===== src/format_string_formatter_defines.svh =====
// assertion macros for the format string formatter
`ifndef FORMAT_STRING_FORMATTER_DEFINES_SVH
`define FORMAT_STRING_FORMATTER_DEFINES_SVH

`ifndef ASSERT_OFF

// concurrent property checked on every rising clock edge outside reset
`define FSF_ASSERT(lbl, clk, rst, prop, msg) \
   lbl: assert property (@(posedge clk) disable iff (rst) (prop)) else $error(msg);

// condition that must never be true outside reset
`define FSF_ASSERT_NEVER(lbl, clk, rst, cond, msg) \
   `FSF_ASSERT(lbl, clk, rst, !(cond), msg)

`else

`define FSF_ASSERT(lbl, clk, rst, prop, msg)
`define FSF_ASSERT_NEVER(lbl, clk, rst, cond, msg)

`endif

`endif


===== src/fsf_pkg.sv =====
// types, constants and helpers shared by the format string formatter
`default_nettype none

package fsf_pkg;

   // magnitude register width, follows the 32-bit argument field
   localparam int MAG_W = 32;
   // ten decimal digits cover any 32-bit magnitude
   localparam int MAX_DIGITS = 10;
   localparam int CNT_W = $clog2(MAX_DIGITS + 1);

   // q = (n * RECIP10) >> RECIP_SHIFT is exact for every 32-bit n
   localparam logic [MAG_W-1:0] RECIP10 = 32'hCCCC_CCCD;
   localparam int RECIP_SHIFT = 35;

   localparam logic [7:0] CH_PCT   = 8'h25;
   localparam logic [7:0] CH_D     = 8'h64;
   localparam logic [7:0] CH_X     = 8'h78;
   localparam logic [7:0] CH_C     = 8'h63;
   localparam logic [7:0] CH_MINUS = 8'h2D;
   localparam logic [7:0] CH_ZERO  = 8'h30;
   localparam logic [7:0] CH_A     = 8'h61;
   localparam logic [3:0] TEN      = 4'd10;

   typedef enum logic [1:0] {
      MODE_TEXT,
      MODE_PCT,
      MODE_ERR
   } fsf_mode_type;

   typedef enum logic [1:0] {
      ST_IDLE,
      ST_MUL,
      ST_DIV,
      ST_EMIT
   } fsf_state_type;

   typedef struct packed {
      logic [7:0]  fmt_char;
      logic [31:0] arg_value;
      logic        end_of_format;
   } fsf_req_type;

   typedef struct packed {
      logic [7:0] out_char;
      logic       format_error;
      logic       run_last;
   } fsf_rsp_type;

   typedef struct packed {
      logic mul_en;
      logic decimal;
   } fsf_unit_ctrl_type;

   typedef struct packed {
      logic [MAG_W-1:0] quotient;
      logic [7:0]       digit_char;
      logic             last_digit;
   } fsf_unit_res_type;

   function automatic logic [7:0] digit_to_char(input logic [3:0] d);
      logic [7:0] c;
      if (d < TEN) begin
         c = CH_ZERO + 8'(d);
      end else begin
         c = CH_A + 8'(d - TEN);
      end
      return c;
   endfunction

   function automatic fsf_rsp_type make_rsp(input logic [7:0] ch, input logic err,
                                            input logic last);
      fsf_rsp_type r;
      r.out_char     = ch;
      r.format_error = err;
      r.run_last     = last;
      return r;
   endfunction

endpackage

`default_nettype wire


===== src/fsf_digit_unit.sv =====
// shared digit step: one decimal or hex digit split off the magnitude
`default_nettype none

module fsf_digit_unit (
   input  wire logic                      clock,
   input  wire fsf_pkg::fsf_unit_ctrl_type ctrl,
   input  wire logic [fsf_pkg::MAG_W-1:0] mag,
   output fsf_pkg::fsf_unit_res_type      res
);

   logic [2*fsf_pkg::MAG_W-1:0] prod_ff;
   logic [2*fsf_pkg::MAG_W-1:0] prod_in;
   logic [fsf_pkg::MAG_W-1:0]   q_dec;
   logic [fsf_pkg::MAG_W-1:0]   q_hex;
   logic [fsf_pkg::MAG_W-1:0]   q_sel;
   logic [3:0]                  r_dec;
   logic [3:0]                  r_sel;

   // reciprocal product, registered in the cycle before the decimal step
   assign prod_in = ctrl.mul_en ? (2*fsf_pkg::MAG_W)'(mag) * (2*fsf_pkg::MAG_W)'(fsf_pkg::RECIP10)
                                : prod_ff;

   always_ff @(posedge clock) begin
      prod_ff <= prod_in;
   end

   always_comb begin
      q_dec = fsf_pkg::MAG_W'(prod_ff[2*fsf_pkg::MAG_W-1:fsf_pkg::RECIP_SHIFT]);
      q_hex = mag >> 4;
      // remainder below ten, so the low nibble of mag - 10*q is enough
      r_dec = mag[3:0] - {q_dec[0], 3'b000} - {q_dec[2:0], 1'b0};
      q_sel = ctrl.decimal ? q_dec : q_hex;
      r_sel = ctrl.decimal ? r_dec : mag[3:0];
      res.quotient   = q_sel;
      res.digit_char = fsf_pkg::digit_to_char(r_sel);
      res.last_digit = (q_sel == '0);
   end

endmodule

`default_nettype wire


===== src/format_string_formatter.sv =====
// top level of the streaming format string formatter (%d %x %c %%)
//
//   channel  ports              payload          direction
//   req      req_valid/stall    fsf_req_type     in, one format char per beat
//   rsp      rsp_valid/stall    fsf_rsp_type     out, one output char per beat
//
// plain characters, %c and %% go straight to the output register, with no conversion
// %x splits off one digit per ST_DIV step, %d one per ST_MUL (reciprocal multiply)
// then ST_DIV (digit split) step; ST_EMIT then sends the digits out, most significant first
// no new beat is taken while digits are converted or emitted
// rsp_stall holds the output register and, through it, the input side
// synchronous reset returns to idle in text mode with no output beat pending
`default_nettype none
`include "format_string_formatter_defines.svh"

module format_string_formatter #(
   parameter int ARG_WIDTH = 32
) (
   input  wire logic                 clock,
   input  wire logic                 reset,
   input  wire logic                 req_valid,
   output logic                      req_stall,
   input  wire fsf_pkg::fsf_req_type req_data,
   output logic                      rsp_valid,
   input  wire logic                 rsp_stall,
   output fsf_pkg::fsf_rsp_type      rsp_data
);

   // bits of the argument that the conversions see
   localparam int VW = (ARG_WIDTH < fsf_pkg::MAG_W) ? ARG_WIDTH : fsf_pkg::MAG_W;
   // beyond 32 bits the sign bit is always a zero extension
   localparam bit HAS_SIGN = (ARG_WIDTH <= fsf_pkg::MAG_W);

   fsf_pkg::fsf_state_type state_ff, state_in;
   fsf_pkg::fsf_mode_type  mode_ff, mode_in;
   logic [fsf_pkg::MAG_W-1:0] mag_ff, mag_in;
   logic                      dec_ff, dec_in;
   logic [fsf_pkg::CNT_W-1:0] cnt_ff, cnt_in;
   logic [7:0]                dig_ff [fsf_pkg::MAX_DIGITS];
   logic [7:0]                dig_in [fsf_pkg::MAX_DIGITS];
   fsf_pkg::fsf_rsp_type      rsp_ff, rsp_in;
   logic                      rsp_valid_ff, rsp_valid_in;

   fsf_pkg::fsf_unit_ctrl_type unit_ctrl;
   fsf_pkg::fsf_unit_res_type  unit_res;

   logic          out_free;
   logic          req_fire;
   logic [7:0]    ch;
   logic          last;
   logic [VW-1:0] v_val;
   logic [VW-1:0] v_neg;
   logic          v_sign;
   logic          start_conv;
   logic          start_dec;

   assign out_free  = !rsp_valid_ff || !rsp_stall;
   assign req_stall = (state_ff != fsf_pkg::ST_IDLE) || !out_free;
   assign req_fire  = req_valid && !req_stall;

   assign ch     = req_data.fmt_char;
   assign last   = req_data.end_of_format;
   assign v_val  = req_data.arg_value[VW-1:0];
   assign v_neg  = VW'(0) - v_val;
   assign v_sign = HAS_SIGN && v_val[VW-1];

   assign start_dec  = (mode_ff == fsf_pkg::MODE_PCT) && (ch == fsf_pkg::CH_D);
   assign start_conv = start_dec ||
                       ((mode_ff == fsf_pkg::MODE_PCT) && (ch == fsf_pkg::CH_X));

   fsf_digit_unit u_digit (
      .clock (clock),
      .ctrl  (unit_ctrl),
      .mag   (mag_ff),
      .res   (unit_res)
   );

   // next state
   always_comb begin
      state_in = state_ff;
      unique case (state_ff)
         fsf_pkg::ST_IDLE: begin
            if (req_fire && start_conv) begin
               state_in = start_dec ? fsf_pkg::ST_MUL : fsf_pkg::ST_DIV;
            end
         end
         fsf_pkg::ST_MUL: begin
            state_in = fsf_pkg::ST_DIV;
         end
         fsf_pkg::ST_DIV: begin
            if (unit_res.last_digit) begin
               state_in = fsf_pkg::ST_EMIT;
            end else begin
               state_in = dec_ff ? fsf_pkg::ST_MUL : fsf_pkg::ST_DIV;
            end
         end
         fsf_pkg::ST_EMIT: begin
            if (out_free && (cnt_ff == fsf_pkg::CNT_W'(1))) begin
               state_in = fsf_pkg::ST_IDLE;
            end
         end
      endcase
   end

   // datapath and output register
   always_comb begin
      mode_in      = mode_ff;
      mag_in       = mag_ff;
      dec_in       = dec_ff;
      cnt_in       = cnt_ff;
      dig_in       = dig_ff;
      rsp_in       = rsp_ff;
      rsp_valid_in = rsp_valid_ff && rsp_stall;
      unit_ctrl    = '0;
      unique case (state_ff)
         fsf_pkg::ST_IDLE: begin
            if (req_fire) begin
               cnt_in = '0;
               unique case (mode_ff)
                  fsf_pkg::MODE_ERR: begin
                     // dropping the rest of the format
                  end
                  fsf_pkg::MODE_PCT: begin
                     mode_in = fsf_pkg::MODE_TEXT;
                     priority if (ch == fsf_pkg::CH_PCT) begin
                        rsp_in       = fsf_pkg::make_rsp(fsf_pkg::CH_PCT, 1'b0, 1'b1);
                        rsp_valid_in = 1'b1;
                     end else if (ch == fsf_pkg::CH_D) begin
                        dec_in = 1'b1;
                        mag_in = v_sign ? fsf_pkg::MAG_W'(v_neg) : fsf_pkg::MAG_W'(v_val);
                        if (v_sign) begin
                           rsp_in       = fsf_pkg::make_rsp(fsf_pkg::CH_MINUS, 1'b0, 1'b0);
                           rsp_valid_in = 1'b1;
                        end
                     end else if (ch == fsf_pkg::CH_X) begin
                        dec_in = 1'b0;
                        mag_in = fsf_pkg::MAG_W'(v_val);
                     end else if (ch == fsf_pkg::CH_C) begin
                        rsp_in       = fsf_pkg::make_rsp(req_data.arg_value[7:0], 1'b0, 1'b1);
                        rsp_valid_in = 1'b1;
                     end else begin
                        rsp_in       = fsf_pkg::make_rsp(8'h00, 1'b1, 1'b1);
                        rsp_valid_in = 1'b1;
                        mode_in      = fsf_pkg::MODE_ERR;
                     end
                  end
                  default: begin
                     // a lone trailing percent goes out as text
                     if ((ch == fsf_pkg::CH_PCT) && !last) begin
                        mode_in = fsf_pkg::MODE_PCT;
                     end else begin
                        rsp_in       = fsf_pkg::make_rsp(ch, 1'b0, 1'b1);
                        rsp_valid_in = 1'b1;
                     end
                  end
               endcase
               if (last) begin
                  mode_in = fsf_pkg::MODE_TEXT;
               end
            end
         end
         fsf_pkg::ST_MUL: begin
            unit_ctrl.mul_en  = 1'b1;
            unit_ctrl.decimal = dec_ff;
         end
         fsf_pkg::ST_DIV: begin
            unit_ctrl.decimal = dec_ff;
            // digits come out least significant first, stack them
            dig_in[0] = unit_res.digit_char;
            for (int i = 1; i < fsf_pkg::MAX_DIGITS; i++) begin
               dig_in[i] = dig_ff[i-1];
            end
            cnt_in = cnt_ff + fsf_pkg::CNT_W'(1);
            mag_in = unit_res.quotient;
         end
         fsf_pkg::ST_EMIT: begin
            if (out_free) begin
               rsp_in = fsf_pkg::make_rsp(dig_ff[0], 1'b0, cnt_ff == fsf_pkg::CNT_W'(1));
               rsp_valid_in = 1'b1;
               for (int i = 0; i < fsf_pkg::MAX_DIGITS - 1; i++) begin
                  dig_in[i] = dig_ff[i+1];
               end
               cnt_in = cnt_ff - fsf_pkg::CNT_W'(1);
            end
         end
      endcase
   end

   always_ff @(posedge clock) begin
      if (reset) begin
         state_ff     <= fsf_pkg::ST_IDLE;
         mode_ff      <= fsf_pkg::MODE_TEXT;
         cnt_ff       <= '0;
         rsp_valid_ff <= 1'b0;
      end else begin
         state_ff     <= state_in;
         mode_ff      <= mode_in;
         cnt_ff       <= cnt_in;
         rsp_valid_ff <= rsp_valid_in;
      end
   end

   always_ff @(posedge clock) begin
      mag_ff <= mag_in;
      dec_ff <= dec_in;
      dig_ff <= dig_in;
      rsp_ff <= rsp_in;
   end

   assign rsp_valid = rsp_valid_ff;
   assign rsp_data  = rsp_ff;

   `FSF_ASSERT_NEVER(a_cnt_bound, clock, reset,
      cnt_ff > fsf_pkg::CNT_W'(fsf_pkg::MAX_DIGITS), "digit stack overflow")
   `FSF_ASSERT_NEVER(a_emit_nonempty, clock, reset,
      (state_ff == fsf_pkg::ST_EMIT) && (cnt_ff == '0), "emit with empty digit stack")
   `FSF_ASSERT(a_emit_done, clock, reset,
      ((state_ff == fsf_pkg::ST_EMIT) && out_free && (cnt_ff == fsf_pkg::CNT_W'(1)))
         |=> (state_ff == fsf_pkg::ST_IDLE) && rsp_valid_ff && rsp_ff.run_last,
      "last digit beat not closing the run")
   `FSF_ASSERT(a_err_last, clock, reset,
      (rsp_valid_ff && rsp_ff.format_error) |-> (rsp_ff.run_last && (rsp_ff.out_char == 8'h00)),
      "error beat malformed")

endmodule

`default_nettype wire

===== config.mk =====
export PLATFORM = sky130hd
export DESIGN_NAME = format_string_formatter
export DESIGN_NICKNAME = d
export VERILOG_FILES = /design/src/fsf_pkg.sv /design/src/fsf_digit_unit.sv /design/src/format_string_formatter.sv
export VERILOG_INCLUDE_DIRS = /design/src /design/src/src
export SDC_FILE = /design/constraint.sdc
export NUM_CORES = 1
export LEC_CHECK = 0
export BUFFER_PORTS_ARGS = -buffer_cell sky130_fd_sc_hd__buf_2
export CAP_MARGIN = 20
export CORE_UTILIZATION = 50
export DETAILED_ROUTE_END_ITERATION = 8
export GPL_ROUTABILITY_DRIVEN = 0
export HOLD_SLACK_MARGIN = 0.08
export PLACE_DENSITY = 0.66
export SLEW_MARGIN = 40
export SYNTH_ARGS = -nofsm -noshare
export SYNTH_HDL_FRONTEND = slang
export SYNTH_SLANG_ARGS = --single-unit
export TNS_END_PERCENT = 1

===== constraint.sdc =====
create_clock -name clock -period 17.25 [get_ports clock]
set_clock_uncertainty 0.05 [all_clocks]
set_input_delay 3.45 -clock clock [delete_from_list [all_inputs] [get_ports clock]]
set_output_delay 3.45 -clock clock [all_outputs]
set_load 0.03 [all_outputs]

==> metrics.txt <==
status=complete, no violations; WS Path Type=reg2reg; largest cells by area after synthesis=fa_1 (31%), edfxtp_1 (18%), ha_1 (18%); Routed Antenna Nets=0; CP startpoint kind=register; CTS Buffer Depth=2; Final setup violation count=0; Slew Viols, Final=0; RSZ-0062 raised after global routing=no; slew margin rel.=43.1%; Netlist cell types=74; Inserted Clock Buffers=17; TritonCTS Sinks=about 160; # DRC=0; Hold Fails Final Rpt=0; initial DRC count=1376; fmax=116 MHz; largest net degree at the start of global routing=93; Hold Buf Count CTS=0; Final Cycle Share=between 40% and 50%; max_cap viols=0; cell taking the most area after synthesis=fa_1; Worst setup EP type=register; clock slew seen by the registers of the worst setup and hold paths=0.08 ns; first-pass GRT wire length=between 100000 and 150000 µm; # nets final=3208; Vias/cell=5.61; setup ws final=between 8 and 9 ns; initial antenna violation count=0; via count=17347; Skew-Pair Late Insertion Delay=roughly 0.47 ns; Initial Util=50.7%; # port buffers=56; final setup TNS=0 ns; Die W=approximately 220 µm; Post-synth ARST share=0%; area delta synth->final=6.86%; most common cell in the netlist=inv_1; Post-Syn Area per Cell=between 10 and 15 µm²; Final Critical Period=between 8 and 9 ns; vias in the first global route=18608; top_reg_cell synth=edfxtp_1; layout cells sized above 1=7.50%; row cnt=81; core region area=0.0488 mm²; Least-Margin Pin Slew=0.853 ns; clock root buffer=clkbuf_16; top-level port count=57; register bit total from synthesis=161; dpl hpwl=59000 µm; WP data arrival=~8.8 ns; HP Class=reg2reg; Mapped Area=about 0.025 mm²; post-CTS setup buffers=0; wire length per cell=around 22 µm; Post-synth top cells=inv_1 (554), fa_1 (386), ha_1 (364); Seq/Total Area, Yosys=between 10% and 20%; number of synthesized flops with an enable pin=between 150 and 200; YS warnings=0; CP max FO=9; Die Span Y=225 µm; Synth Instances=2372; gr usage total=approximately 29%; final WL=68700 µm; pre-CTS WS=8.89 ns; Diodes inserted=0; Worst Path Required=between 15 and 20 ns; overflow left after global routing=0; Net Count, Synth=between 3000 and 4000; CTS resizes=0; Detailed Routing Iterations Pass 1=5; CTS tree=done; Yosys top cell area share=31.2%; H-Tree Depth=4; Die ar.=between 0.05 and 0.06 mm²
-- layer usage --
layer	part of all wire (%)	vias to the layer above	global-route usage (%)
met2	47	650	47.9
met5	0	-	0
met1	41	8728	37.7
li1	-	7834	-
met4	5.2	0	13.5
met3	6.0	135	3.83
-- kinds of logic (layout without fill, tap and decap cells) --
| logic type | count (synthesis) | after routing | synth area share [%] |
|---|---|---|---|
| flip-flops | 161 | 161 | 19.2 |
| AO/OA/AOI/OAI | 309 | 309 | 7.94 |
| buffers and inverters | 600 | 654 | 9.10 |
| XOR/XNOR | 107 | 107 | 3.78 |
| AND/OR/NAND/NOR | 373 | 373 | 7.18 |
| adder cells (fa/ha/maj) | 750 | 750 | 49.6 |
| multiplexers | 72 | 72 | 3.23 |
-- worst paths after layout --
check	slack, ns	start	depth (start not counted)	end
worst min-delay path	0.40	dig_ff[9]	0	dig_ff[1]
worst min register to register	0.40	dig_ff[9]	0	dig_ff[1]
worst max-delay path	8.65	mag_ff[2]	19	u_digit.prod_ff[59]
worst max register to register	8.65	mag_ff[2]	19	u_digit.prod_ff[59]
-- layout by cell type (no fill, tap or decap), types with 9 or more instances in the layout --
cell and n:
a21o_1 44, a21oi_1 92, a31oi_1 37, and2_1 15
buf_2 57, buf_4 9, clkbuf_16 17, dfxtp_1 9
edfxtp_1 152, fa_1 386, ha_1 362, inv_1 554
mux2_2 64, nand2_1 132, nand2b_1 10, nand3_1 20
nand4_1 16, nor2_1 88, nor2b_1 11, nor3_1 23
nor4_1 21, o211ai_1 10, o21ai_0 60, o31ai_1 11
xnor2_1 52, xor2_1 55
-- registers in the layout, summed over array words and instances (netlist names) --
name / flops
dec_ff: 1
rsp_data: 10
state_ff: 2
mag_ff: 32
u_digit.prod_ff: 29
mode_ff: 2
dig_ff: 80
cnt_ff: 4
rsp_valid: 1
-- area by class of cell --
type,count,area [µm²]
fillers,4311,22400
repair buffers,68,384
flip-flops and latches,161,4740
well taps,664,831
clock inverters,15,191
multi-input cells,1611,17800
clock buffers,17,425
inverters,554,2080
-- through the flow --
stage	util (%)	area [µm²]	hold WS, ns	std cells
floorplan	-	24800	0.370	2372
global placement	52.8	25800	0.390	3056
detailed placement	52.9	25800	0.380	3058
CTS	54.2	26500	0.410	3090
global route	54.2	26500	0.414	3090
finish	54.2	26500	0.396	3090
-- critical path, cell delays in order, from the launching register on --
cell	delay, ns
edfxtp_1	0.64
ha_1	0.61
xor2_1	0.63
a21o_1	0.26
fa_1	0.48
fa_1	0.60
fa_1	0.46
fa_1	0.51
fa_1	0.46
fa_1	0.44
ha_1	0.47
a21oi_1	0.52
o21ai_0	0.33
a21oi_1	0.45
o211ai_1	0.37
buf_2	0.29
nand4_1	0.21
a31oi_4	0.16
a311oi_1	0.29
xnor2_1	0.09
Power is left out: the tool's default activity adds up to more than one toggle a clock period on the data nets, which glitch-free logic cannot reach.
